==> config.mk <==
export PLATFORM = sky130hd
export DESIGN_NAME = two_of_seven_link_receiver_top
export DESIGN_NICKNAME = d
export VERILOG_FILES = /design/src/rtl/tsl_pkg.sv /design/src/rtl/tsl_front.sv /design/src/rtl/tsl_queue.sv /design/src/rtl/tsl_back.sv /design/src/rtl/two_of_seven_link_receiver_top.sv
export VERILOG_INCLUDE_DIRS = /design/src /design/src/rtl
export SDC_FILE = /design/constraint.sdc
export NUM_CORES = 1
export LEC_CHECK = 0
export BUFFER_PORTS_ARGS = -buffer_cell sky130_fd_sc_hd__buf_2
export CAP_MARGIN = 30
export CORE_MARGIN = 4
export CORE_UTILIZATION = 40
export CTS_CLUSTER_SIZE = 28
export DETAILED_ROUTE_END_ITERATION = 10
export PLACE_DENSITY = 0.65
export SYNTH_ARGS = -nofsm -noshare
export SYNTH_HDL_FRONTEND = slang
export SYNTH_SLANG_ARGS = --single-unit
export TNS_END_PERCENT = 20
==> constraint.sdc <==
create_clock -name clk -period 3.8 [get_ports clk]
set_clock_uncertainty 0.05 [all_clocks]
set_input_delay 0.76 -clock clk [delete_from_list [all_inputs] [get_ports clk]]
set_output_delay 0.76 -clock clk [all_outputs]
set_load 0.01 [all_outputs]
==> src/rtl/assert_macros.svh <==
// assertion macros shared by the receiver rtl
// no dependencies; clock and active-low reset are passed in by the user
`ifndef ASSERT_MACROS_SVH
`define ASSERT_MACROS_SVH

// antecedent implies consequent in the same cycle
`define ASSERT_IMPLIES(lbl, clk, rst_n, ante, cons) \
  lbl: assert property (@(posedge clk) disable iff (!rst_n) (ante) |-> (cons)) \
    else $error("implication check failed");

// antecedent implies consequent in the next cycle
`define ASSERT_NEXT(lbl, clk, rst_n, ante, cons) \
  lbl: assert property (@(posedge clk) disable iff (!rst_n) (ante) |=> (cons)) \
    else $error("next-cycle check failed");

// expression never holds
`define ASSERT_NEVER(lbl, clk, rst_n, expr) \
  lbl: assert property (@(posedge clk) disable iff (!rst_n) !(expr)) \
    else $error("forbidden condition seen");

`endif

==> src/rtl/tsl_pkg.sv <==
// shared types, code table and symbol classifier for the 2-of-7 link receiver
// no dependencies
package tsl_pkg;

  localparam int SYM_W     = 7;
  localparam int COUNT_W   = 5;
  localparam int NIB_W     = 4;
  localparam int SPEED_W   = 16;
  localparam int CODE_CNT  = 17;
  localparam int POS_W     = 5;

  localparam logic [SYM_W-1:0] EOP_CODE = 7'h60;
  localparam logic [POS_W-1:0] EOP_POS  = 5'd16;

  localparam logic [COUNT_W-1:0] SLOT_N0 = 5'd2;
  localparam logic [COUNT_W-1:0] SLOT_N1 = 5'd3;
  localparam logic [COUNT_W-1:0] SLOT_N2 = 5'd4;
  localparam logic [COUNT_W-1:0] SLOT_N3 = 5'd5;

  localparam logic [SYM_W-1:0] CODE_TABLE [CODE_CNT] = '{
    7'h11, 7'h12, 7'h14, 7'h18, 7'h21, 7'h22, 7'h24, 7'h28,
    7'h41, 7'h42, 7'h44, 7'h48, 7'h03, 7'h06, 7'h0C, 7'h09, 7'h60
  };

  // classified symbol as it travels from front to back
  typedef struct packed {
    logic             eop;
    logic             data_ok;
    logic [NIB_W-1:0] nibble;
  } sym_entry_t;

  // table position of a code, CODE_CNT when absent
  function automatic logic [POS_W-1:0] code_pos(input logic [SYM_W-1:0] code);
    logic [POS_W-1:0] pos;
    pos = POS_W'(CODE_CNT);
    for (int k = CODE_CNT - 1; k >= 0; k--) begin
      if (CODE_TABLE[k] == code) begin
        pos = POS_W'(k);
      end
    end
    return pos;
  endfunction

  function automatic sym_entry_t classify(input logic [SYM_W-1:0] symbol);
    sym_entry_t       e;
    logic [POS_W-1:0] pos;
    pos       = code_pos(symbol);
    e.eop     = (symbol == EOP_CODE);
    e.data_ok = (pos < EOP_POS);
    e.nibble  = pos[NIB_W-1:0];
    return e;
  endfunction

endpackage

==> src/rtl/tsl_front.sv <==
// front end: takes wire levels, recovers the transition symbol and classifies it
// depends on tsl_pkg
module tsl_front (
  input  logic                       clk,
  input  logic                       rst_n,
  input  logic                       in_valid,
  output logic                       in_stall,
  input  logic [tsl_pkg::SYM_W-1:0]  in_wire_levels,
  input  logic                       q_full,
  output logic                       q_push,
  output tsl_pkg::sym_entry_t        q_push_entry
);

  logic [tsl_pkg::SYM_W-1:0] prev_r;
  logic [tsl_pkg::SYM_W-1:0] prev_nxt;
  logic [tsl_pkg::SYM_W-1:0] symbol;

  assign in_stall     = q_full;
  assign q_push       = in_valid && !q_full;
  assign symbol       = in_wire_levels ^ prev_r;
  assign q_push_entry = tsl_pkg::classify(symbol);
  assign prev_nxt     = q_push ? in_wire_levels : prev_r;

  always_ff @(posedge clk) begin
    if (!rst_n) begin
      prev_r <= '0;
    end else begin
      prev_r <= prev_nxt;
    end
  end

endmodule

==> src/rtl/tsl_queue.sv <==
// short queue of classified symbols between front and back
// depends on tsl_pkg and assert_macros.svh
`include "assert_macros.svh"

module tsl_queue #(
  parameter int DEPTH = 2
) (
  input  logic                clk,
  input  logic                rst_n,
  input  logic                push,
  input  tsl_pkg::sym_entry_t push_entry,
  output logic                full,
  input  logic                pop,
  output logic                head_valid,
  output tsl_pkg::sym_entry_t head_entry
);

  localparam int PTR_W = (DEPTH > 1) ? $clog2(DEPTH) : 1;
  localparam int CNT_W = $clog2(DEPTH + 1);

  tsl_pkg::sym_entry_t slots_r [DEPTH];
  logic [PTR_W-1:0]    wr_ptr_r, wr_ptr_nxt;
  logic [PTR_W-1:0]    rd_ptr_r, rd_ptr_nxt;
  logic [CNT_W-1:0]    count_r, count_nxt;

  assign full       = (count_r == CNT_W'(DEPTH));
  assign head_valid = (count_r != '0);
  assign head_entry = slots_r[rd_ptr_r];

  always_comb begin
    wr_ptr_nxt = wr_ptr_r;
    rd_ptr_nxt = rd_ptr_r;
    count_nxt  = count_r;
    if (push) begin
      wr_ptr_nxt = (wr_ptr_r == PTR_W'(DEPTH - 1)) ? '0 : wr_ptr_r + 1'b1;
    end
    if (pop) begin
      rd_ptr_nxt = (rd_ptr_r == PTR_W'(DEPTH - 1)) ? '0 : rd_ptr_r + 1'b1;
    end
    if (push && !pop) begin
      count_nxt = count_r + 1'b1;
    end else if (pop && !push) begin
      count_nxt = count_r - 1'b1;
    end
  end

  always_ff @(posedge clk) begin
    if (!rst_n) begin
      wr_ptr_r <= '0;
      rd_ptr_r <= '0;
      count_r  <= '0;
    end else begin
      wr_ptr_r <= wr_ptr_nxt;
      rd_ptr_r <= rd_ptr_nxt;
      count_r  <= count_nxt;
    end
  end

  always_ff @(posedge clk) begin
    if (push) begin
      slots_r[wr_ptr_r] <= push_entry;
    end
  end

  `ASSERT_NEVER(a_no_overfill, clk, rst_n, count_r > CNT_W'(DEPTH))
  `ASSERT_IMPLIES(a_empty_ptrs, clk, rst_n, count_r == '0, rd_ptr_r == wr_ptr_r)
  `ASSERT_NEXT(a_push_lands, clk, rst_n, push && !pop, head_valid)

endmodule

==> src/rtl/tsl_back.sv <==
// back end: packet counting, nibble collection, speed word and result register
// depends on tsl_pkg and assert_macros.svh
`include "assert_macros.svh"

module tsl_back #(
  parameter int MAX_SYMBOLS = 10
) (
  input  logic                          clk,
  input  logic                          rst_n,
  input  logic                          q_valid,
  input  tsl_pkg::sym_entry_t           q_entry,
  output logic                          q_pop,
  output logic                          out_valid,
  input  logic                          out_stall,
  output logic                          out_ack_level,
  output logic                          out_packet_done,
  output logic                          out_speed_updated,
  output logic                          out_symbol_error,
  output logic [tsl_pkg::SPEED_W-1:0]   out_speed_word
);

  localparam logic [tsl_pkg::COUNT_W-1:0] LAST_SLOT =
    tsl_pkg::COUNT_W'(MAX_SYMBOLS - 1);

  logic [tsl_pkg::COUNT_W-1:0] cnt_r, cnt_nxt;
  logic [tsl_pkg::SPEED_W-1:0] acc_r, acc_nxt, acc_ins;
  logic [tsl_pkg::SPEED_W-1:0] speed_r, speed_nxt;
  logic                        bad_r, bad_nxt;
  logic                        ack_r, ack_nxt;
  logic                        in_data, bad_now, done, err, upd;

  logic                        out_valid_r;
  logic                        out_done_r, out_upd_r, out_err_r;

  assign q_pop = q_valid && (!out_valid_r || !out_stall);

  always_comb begin
    in_data = (cnt_r inside {[tsl_pkg::SLOT_N0:tsl_pkg::SLOT_N3]});
    bad_now = in_data && !q_entry.data_ok;
    acc_ins = acc_r;
    if (in_data && q_entry.data_ok) begin
      case (cnt_r)
        tsl_pkg::SLOT_N0: acc_ins[3:0]   = q_entry.nibble;
        tsl_pkg::SLOT_N1: acc_ins[7:4]   = q_entry.nibble;
        tsl_pkg::SLOT_N2: acc_ins[11:8]  = q_entry.nibble;
        tsl_pkg::SLOT_N3: acc_ins[15:12] = q_entry.nibble;
        default:          acc_ins        = acc_r;
      endcase
    end
    done = q_entry.eop || (cnt_r >= LAST_SLOT);
    err  = done && ((cnt_r < tsl_pkg::SLOT_N3) || bad_r || bad_now);
    upd  = done && !err;

    cnt_nxt   = cnt_r;
    acc_nxt   = acc_r;
    bad_nxt   = bad_r;
    ack_nxt   = ack_r;
    speed_nxt = speed_r;
    if (q_pop) begin
      ack_nxt = !ack_r;
      if (done) begin
        cnt_nxt = '0;
        acc_nxt = '0;
        bad_nxt = 1'b0;
        if (upd) begin
          speed_nxt = acc_ins;
        end
      end else begin
        cnt_nxt = cnt_r + 1'b1;
        acc_nxt = acc_ins;
        bad_nxt = bad_r || bad_now;
      end
    end
  end

  always_ff @(posedge clk) begin
    if (!rst_n) begin
      cnt_r       <= '0;
      acc_r       <= '0;
      bad_r       <= 1'b0;
      ack_r       <= 1'b0;
      speed_r     <= '0;
      out_valid_r <= 1'b0;
    end else begin
      cnt_r   <= cnt_nxt;
      acc_r   <= acc_nxt;
      bad_r   <= bad_nxt;
      ack_r   <= ack_nxt;
      speed_r <= speed_nxt;
      if (q_pop) begin
        out_valid_r <= 1'b1;
      end else if (!out_stall) begin
        out_valid_r <= 1'b0;
      end
    end
  end

  // result payload, loaded with each popped request
  always_ff @(posedge clk) begin
    if (q_pop) begin
      out_done_r <= done;
      out_upd_r  <= upd;
      out_err_r  <= err;
    end
  end

  assign out_valid         = out_valid_r;
  assign out_ack_level     = ack_r;
  assign out_packet_done   = out_done_r;
  assign out_speed_updated = out_upd_r;
  assign out_symbol_error  = out_err_r;
  assign out_speed_word    = speed_r;

  `ASSERT_NEVER(a_count_range, clk, rst_n, cnt_r > LAST_SLOT)
  `ASSERT_IMPLIES(a_flags_need_end, clk, rst_n,
    out_valid_r && (out_upd_r || out_err_r), out_done_r && (out_upd_r != out_err_r))
  `ASSERT_NEXT(a_end_clears, clk, rst_n, q_pop && done, cnt_r == '0 && !bad_r)

endmodule

==> src/rtl/two_of_seven_link_receiver_top.sv <==
// Receiver for a seven-wire transition-coded 2-of-7 link. Each request carries the
// wire levels after one symbol event; one result comes back per request with the
// toggled acknowledge level, packet end, speed-update and error flags and the
// current 16-bit speed word. One request per clock is sustained while the output
// does not stall: the front recovers and classifies the symbol in the cycle it is
// taken, a two-entry queue hands it to the back, which updates packet state and
// loads the result register.
// The queue and the result register absorb up to three requests under output stall.
// depends on tsl_pkg, tsl_front, tsl_queue, tsl_back
module two_of_seven_link_receiver_top #(
  parameter int MAX_SYMBOLS = 10
) (
  input  logic                        clk,
  input  logic                        rst_n,
  input  logic                        in_valid,
  output logic                        in_stall,
  input  logic [tsl_pkg::SYM_W-1:0]   in_wire_levels,
  output logic                        out_valid,
  input  logic                        out_stall,
  output logic                        out_ack_level,
  output logic                        out_packet_done,
  output logic                        out_speed_updated,
  output logic                        out_symbol_error,
  output logic [tsl_pkg::SPEED_W-1:0] out_speed_word
);

  logic                q_full, q_push, q_pop, q_valid;
  tsl_pkg::sym_entry_t q_push_entry, q_head;

  tsl_front u_front (
    .clk            (clk),
    .rst_n          (rst_n),
    .in_valid       (in_valid),
    .in_stall       (in_stall),
    .in_wire_levels (in_wire_levels),
    .q_full         (q_full),
    .q_push         (q_push),
    .q_push_entry   (q_push_entry)
  );

  tsl_queue #(
    .DEPTH (2)
  ) u_queue (
    .clk        (clk),
    .rst_n      (rst_n),
    .push       (q_push),
    .push_entry (q_push_entry),
    .full       (q_full),
    .pop        (q_pop),
    .head_valid (q_valid),
    .head_entry (q_head)
  );

  tsl_back #(
    .MAX_SYMBOLS (MAX_SYMBOLS)
  ) u_back (
    .clk               (clk),
    .rst_n             (rst_n),
    .q_valid           (q_valid),
    .q_entry           (q_head),
    .q_pop             (q_pop),
    .out_valid         (out_valid),
    .out_stall         (out_stall),
    .out_ack_level     (out_ack_level),
    .out_packet_done   (out_packet_done),
    .out_speed_updated (out_speed_updated),
    .out_symbol_error  (out_symbol_error),
    .out_speed_word    (out_speed_word)
  );

endmodule
==> results.txt <==
Post-synthesis compound-gate area fraction -> 0.1358
Max H-tree Level -> 3
Worst vdd ir -> 244.2 µV
Critical Path Source Type -> flip-flop
Max-slew violations -> 0
Aggregate global routing overflow -> 0
Initial antenna violation count -> 0
Largest stage delay, worst path -> 0.70 ns
Post-Synthesis Cells -> 304
Gp weighted congestion -> 0.8286
Multi-input logic area -> 1622 µm²
CTS max path bufs -> 2
DP HPWL -> 4226 µm
Core area -> 7767 µm²
Buffers on Ports -> 32
Main combinational cell family by area after synthesis -> simple AND/OR/NAND/NOR gates
Post-cts resize count -> 0
Synthesized area -> 3226 µm²
Critical R2R Launch -> u_back.cnt_r[1]
DRT antenna net count -> 0
Post-CTS setup buffers -> 0
Hold bufs inserted after CTS -> 0
Ratio of cells with drive above 1 in the final layout -> 0.2107
DRC -> 0
Post-Synth XOR/XNOR Area -> 0.04344
Min-Delay Path Class -> reg -> reg
Post-synth ARST share -> 0
Synth top area share -> 0.3227
Reg-to-reg slack, setup -> 0.91 ns
Status -> completed
Design area -> 3630 µm²
Yosys reg bits -> 67
Required @ worst endpoint -> 4.03 ns
Final nets -> 349
Worst Hold Path EP -> u_back.out_speed_word[9]
Tcrit/Tclk final -> 0.7598
Synth Area in Adders -> 0.01939
Clock-pin slew on the worst setup and hold paths -> 0.07 ns
Post-synth top area cell -> dfxtp_1
Post-Synthesis Net Count -> 320
Post-synthesis cell type count -> 50
F_max -> 0.3463 GHz
Reg2Reg Depth -> 8
CTS buffer count -> 9
Min Tclk post-route -> 2.887 ns
CP max stage cell -> and3b_1
Fillers -> 770
Leak pwr -> 0.001379 µW
Setup-failing EPs final -> 0
Reg area -> 1491 µm²
Wire length of the first global-routing pass -> 10370 µm
DR WL/cell -> 14.14 µm
DRT iter0 DRCs -> 100
EDFF count, synth -> 15
WP data arrival -> 3.11 ns
Post-synthesis simple-gate area fraction -> 0.1590
Tot GR Track Use -> 0.1341
Crit path kind -> reg -> reg
Total I/O pin count -> 33
Mux cell area share after synthesis -> 0.1451
Hold WS -> 0.4228 ns
Later-pin clock latency in the skew report -> 0.34 ns
Sequential share of the synthesized area -> 0.4624
CTS sink cnt -> 67
Hold depth -> 2
Max FO, Critical Path -> 21
Pwr dens -> 533.6 nW/µm²
Rows -> 32
Clock Tree Root -> clkbuf_8
RSZ-0062 raised after global routing -> false
Overall die height -> 97.80 µm
Vias -> 2257
Max-cap violations -> 0
Largest cells by area after synthesis -> dfxtp_1, edfxtp_1, mux2i_1
Yosys synthesis warning count -> 0
Placed cell areas -> 3451 µm²
Fin Setup TNS -> 0 ns
Antenna diode count -> 0
Starting Density -> 0.4153
Critical-path cell list -> inv_1 -> ha_1 -> o41ai_1 -> and3b_1 -> inv_1 -> o21ai_0 -> a22oi_1 -> nor2b_1
Largest net degree at the start of global routing -> 53
Area delta synth->final -> 12.53%
CP most frequent cell -> inv_1
Final design utilization -> 0.4673
Syn avg cell area -> 10.61 µm²
CTS tree -> built
RR Endpoint -> u_back.acc_r[4]
Worst Min Path Start -> u_back.out_speed_word[9]
Vias/cell -> 5.141
Die area -> 9565 µm²
Chip Width -> 97.80 µm
CP Capture Type -> flip-flop
Total iterations of the first detailed-routing run -> 4
Post-synth top flop -> dfxtp_1
Final WL -> 6206 µm
Worst-Margin Slew -> 0.8448 ns
Rel. slew slack -> 0.4343
Vias in the first global route -> 2087
Final hold viol count -> 0
## final cells by class
type / instances / share of cell area
multi-input cells: 215 / 0.4467
repair buffers: 34 / 0.05171
clock inverters: 2 / 0.002758
flip-flops and latches: 67 / 0.4109
well taps: 102 / 0.03516
inverters: 6 / 0.006205
clock buffers: 13 / 0.04654
## worst max path at each step
stage	endpoint	start	slack (ns)	cells after the start
CTS	u_back.acc_r[6]	u_back.cnt_r[1]	0.93	8
global route	u_back.acc_r[6]	u_back.cnt_r[1]	0.62	8
detailed placement	u_back.acc_r[5]	u_back.cnt_r[1]	0.94	8
global placement	u_back.acc_r[5]	u_back.cnt_r[1]	1.11	8
floorplan	u_queue.slots_r[0][4]	in_wire_levels[3]	1.47	5
finish	u_back.acc_r[4]	u_back.cnt_r[1]	0.91	8
## layer usage
layer / global-route usage / vias to the layer above / routed length (µm)
met5: 0 / - / 0
met4: 0.04366 / 0 / 53
met3: 0.04929 / 6 / 361
met2: 0.1914 / 48 / 2751
met1: 0.1883 / 1053 / 3041
li1: - / 1150 / -
## worst max-delay path, delay by kind of cell, from the launching register on
kind                       cells  cell delay (ns)
adders and majority gates      1             0.29
DFF                            1             0.51
and+or+nand+nor                2             0.82
buffers and inverters          2             0.32
AOI/OAI and AO/OA              3             0.84
## metrics by stage
step | std cells | power [µW] | setup WS, ns
5_1_grt | 439 | 2058 | 0.6153
6_report | 439 | 1937 | 0.9126
3_3_place_gp | 424 | 1410 | 1.107
3_5_place_dp | 424 | 1417 | 0.9399
2_1_floorplan | 304 | 1290 | 1.473
4_1_cts | 439 | 1961 | 0.9321
## cells in the final DEF (no fill, tap or decap), types with 6 or more instances in the layout
cell / n
a32oi_1: 8
and2_1: 8
nor2_1: 14
mux2i_1: 25
clkbuf_8: 12
mux2_2: 18
nor2b_1: 34
inv_1: 6
edfxtp_1: 15
xnor2_1: 13
buf_2: 32
nand2_1: 20
dfxtp_1: 52
o21ai_0: 6
## sequential cells by signal, indices dropped and copies added, names as in the netlist, named ones only
register / count
u_queue.wr_ptr_r: 1
u_queue.count_r: 2
u_back.acc_r: 16
u_back.cnt_r: 5
u_back.out_valid: 1
u_back.out_speed_word: 16
u_back.bad_r: 1
u_back.out_ack_level: 1
u_queue.slots_r: 12
u_queue.rd_ptr_r: 1
u_front.prev_r: 7
u_back.out_speed_updated: 1
u_back.out_packet_done: 1
u_back.out_symbol_error: 1
## cell families (layout without fill, tap and decap cells)
group | Yosys count | in the layout
buffers and inverters | 22 | 55
DFF | 67 | 67
and+or+nand+nor | 94 | 94
muxes | 44 | 44
xor gates and xnor gates | 16 | 16
adders and majority gates | 5 | 5
AOI/OAI and AO/OA | 56 | 56
## Yosys cell counts (2+ instances only)
library cell,number
a21boi_0,4
o21ai_0,6
a22oi_1,5
nor2_1,14
nor3_1,2
buf_4,2
o21ai_1,2
dfxtp_1,52
o22ai_1,4
mux2i_1,25
and3_1,3
xor2_1,3
clkbuf_1,9
mux2_2,18
a32oi_1,8
inv_1,6
nand2b_1,3
a21o_1,3
nand3_1,3
a211oi_1,3
o21a_1,2
nor2b_1,34
a41oi_1,2
edfxtp_1,15
buf_2,2
and2_1,8
xnor2_1,13
nand2_1,20
o32ai_1,5
a21oi_1,3
o32a_1,2
ha_1,5
## power by group
part / internal [µW] / total (µW) / switching [µW]
combinational: 207 / 532 / 325
clock: 285 / 537 / 252
sequential: 816 / 868 / 51.5
total: 1310 / 1940 / 629
No activity file was read; power rests on OpenSTA's default activity.
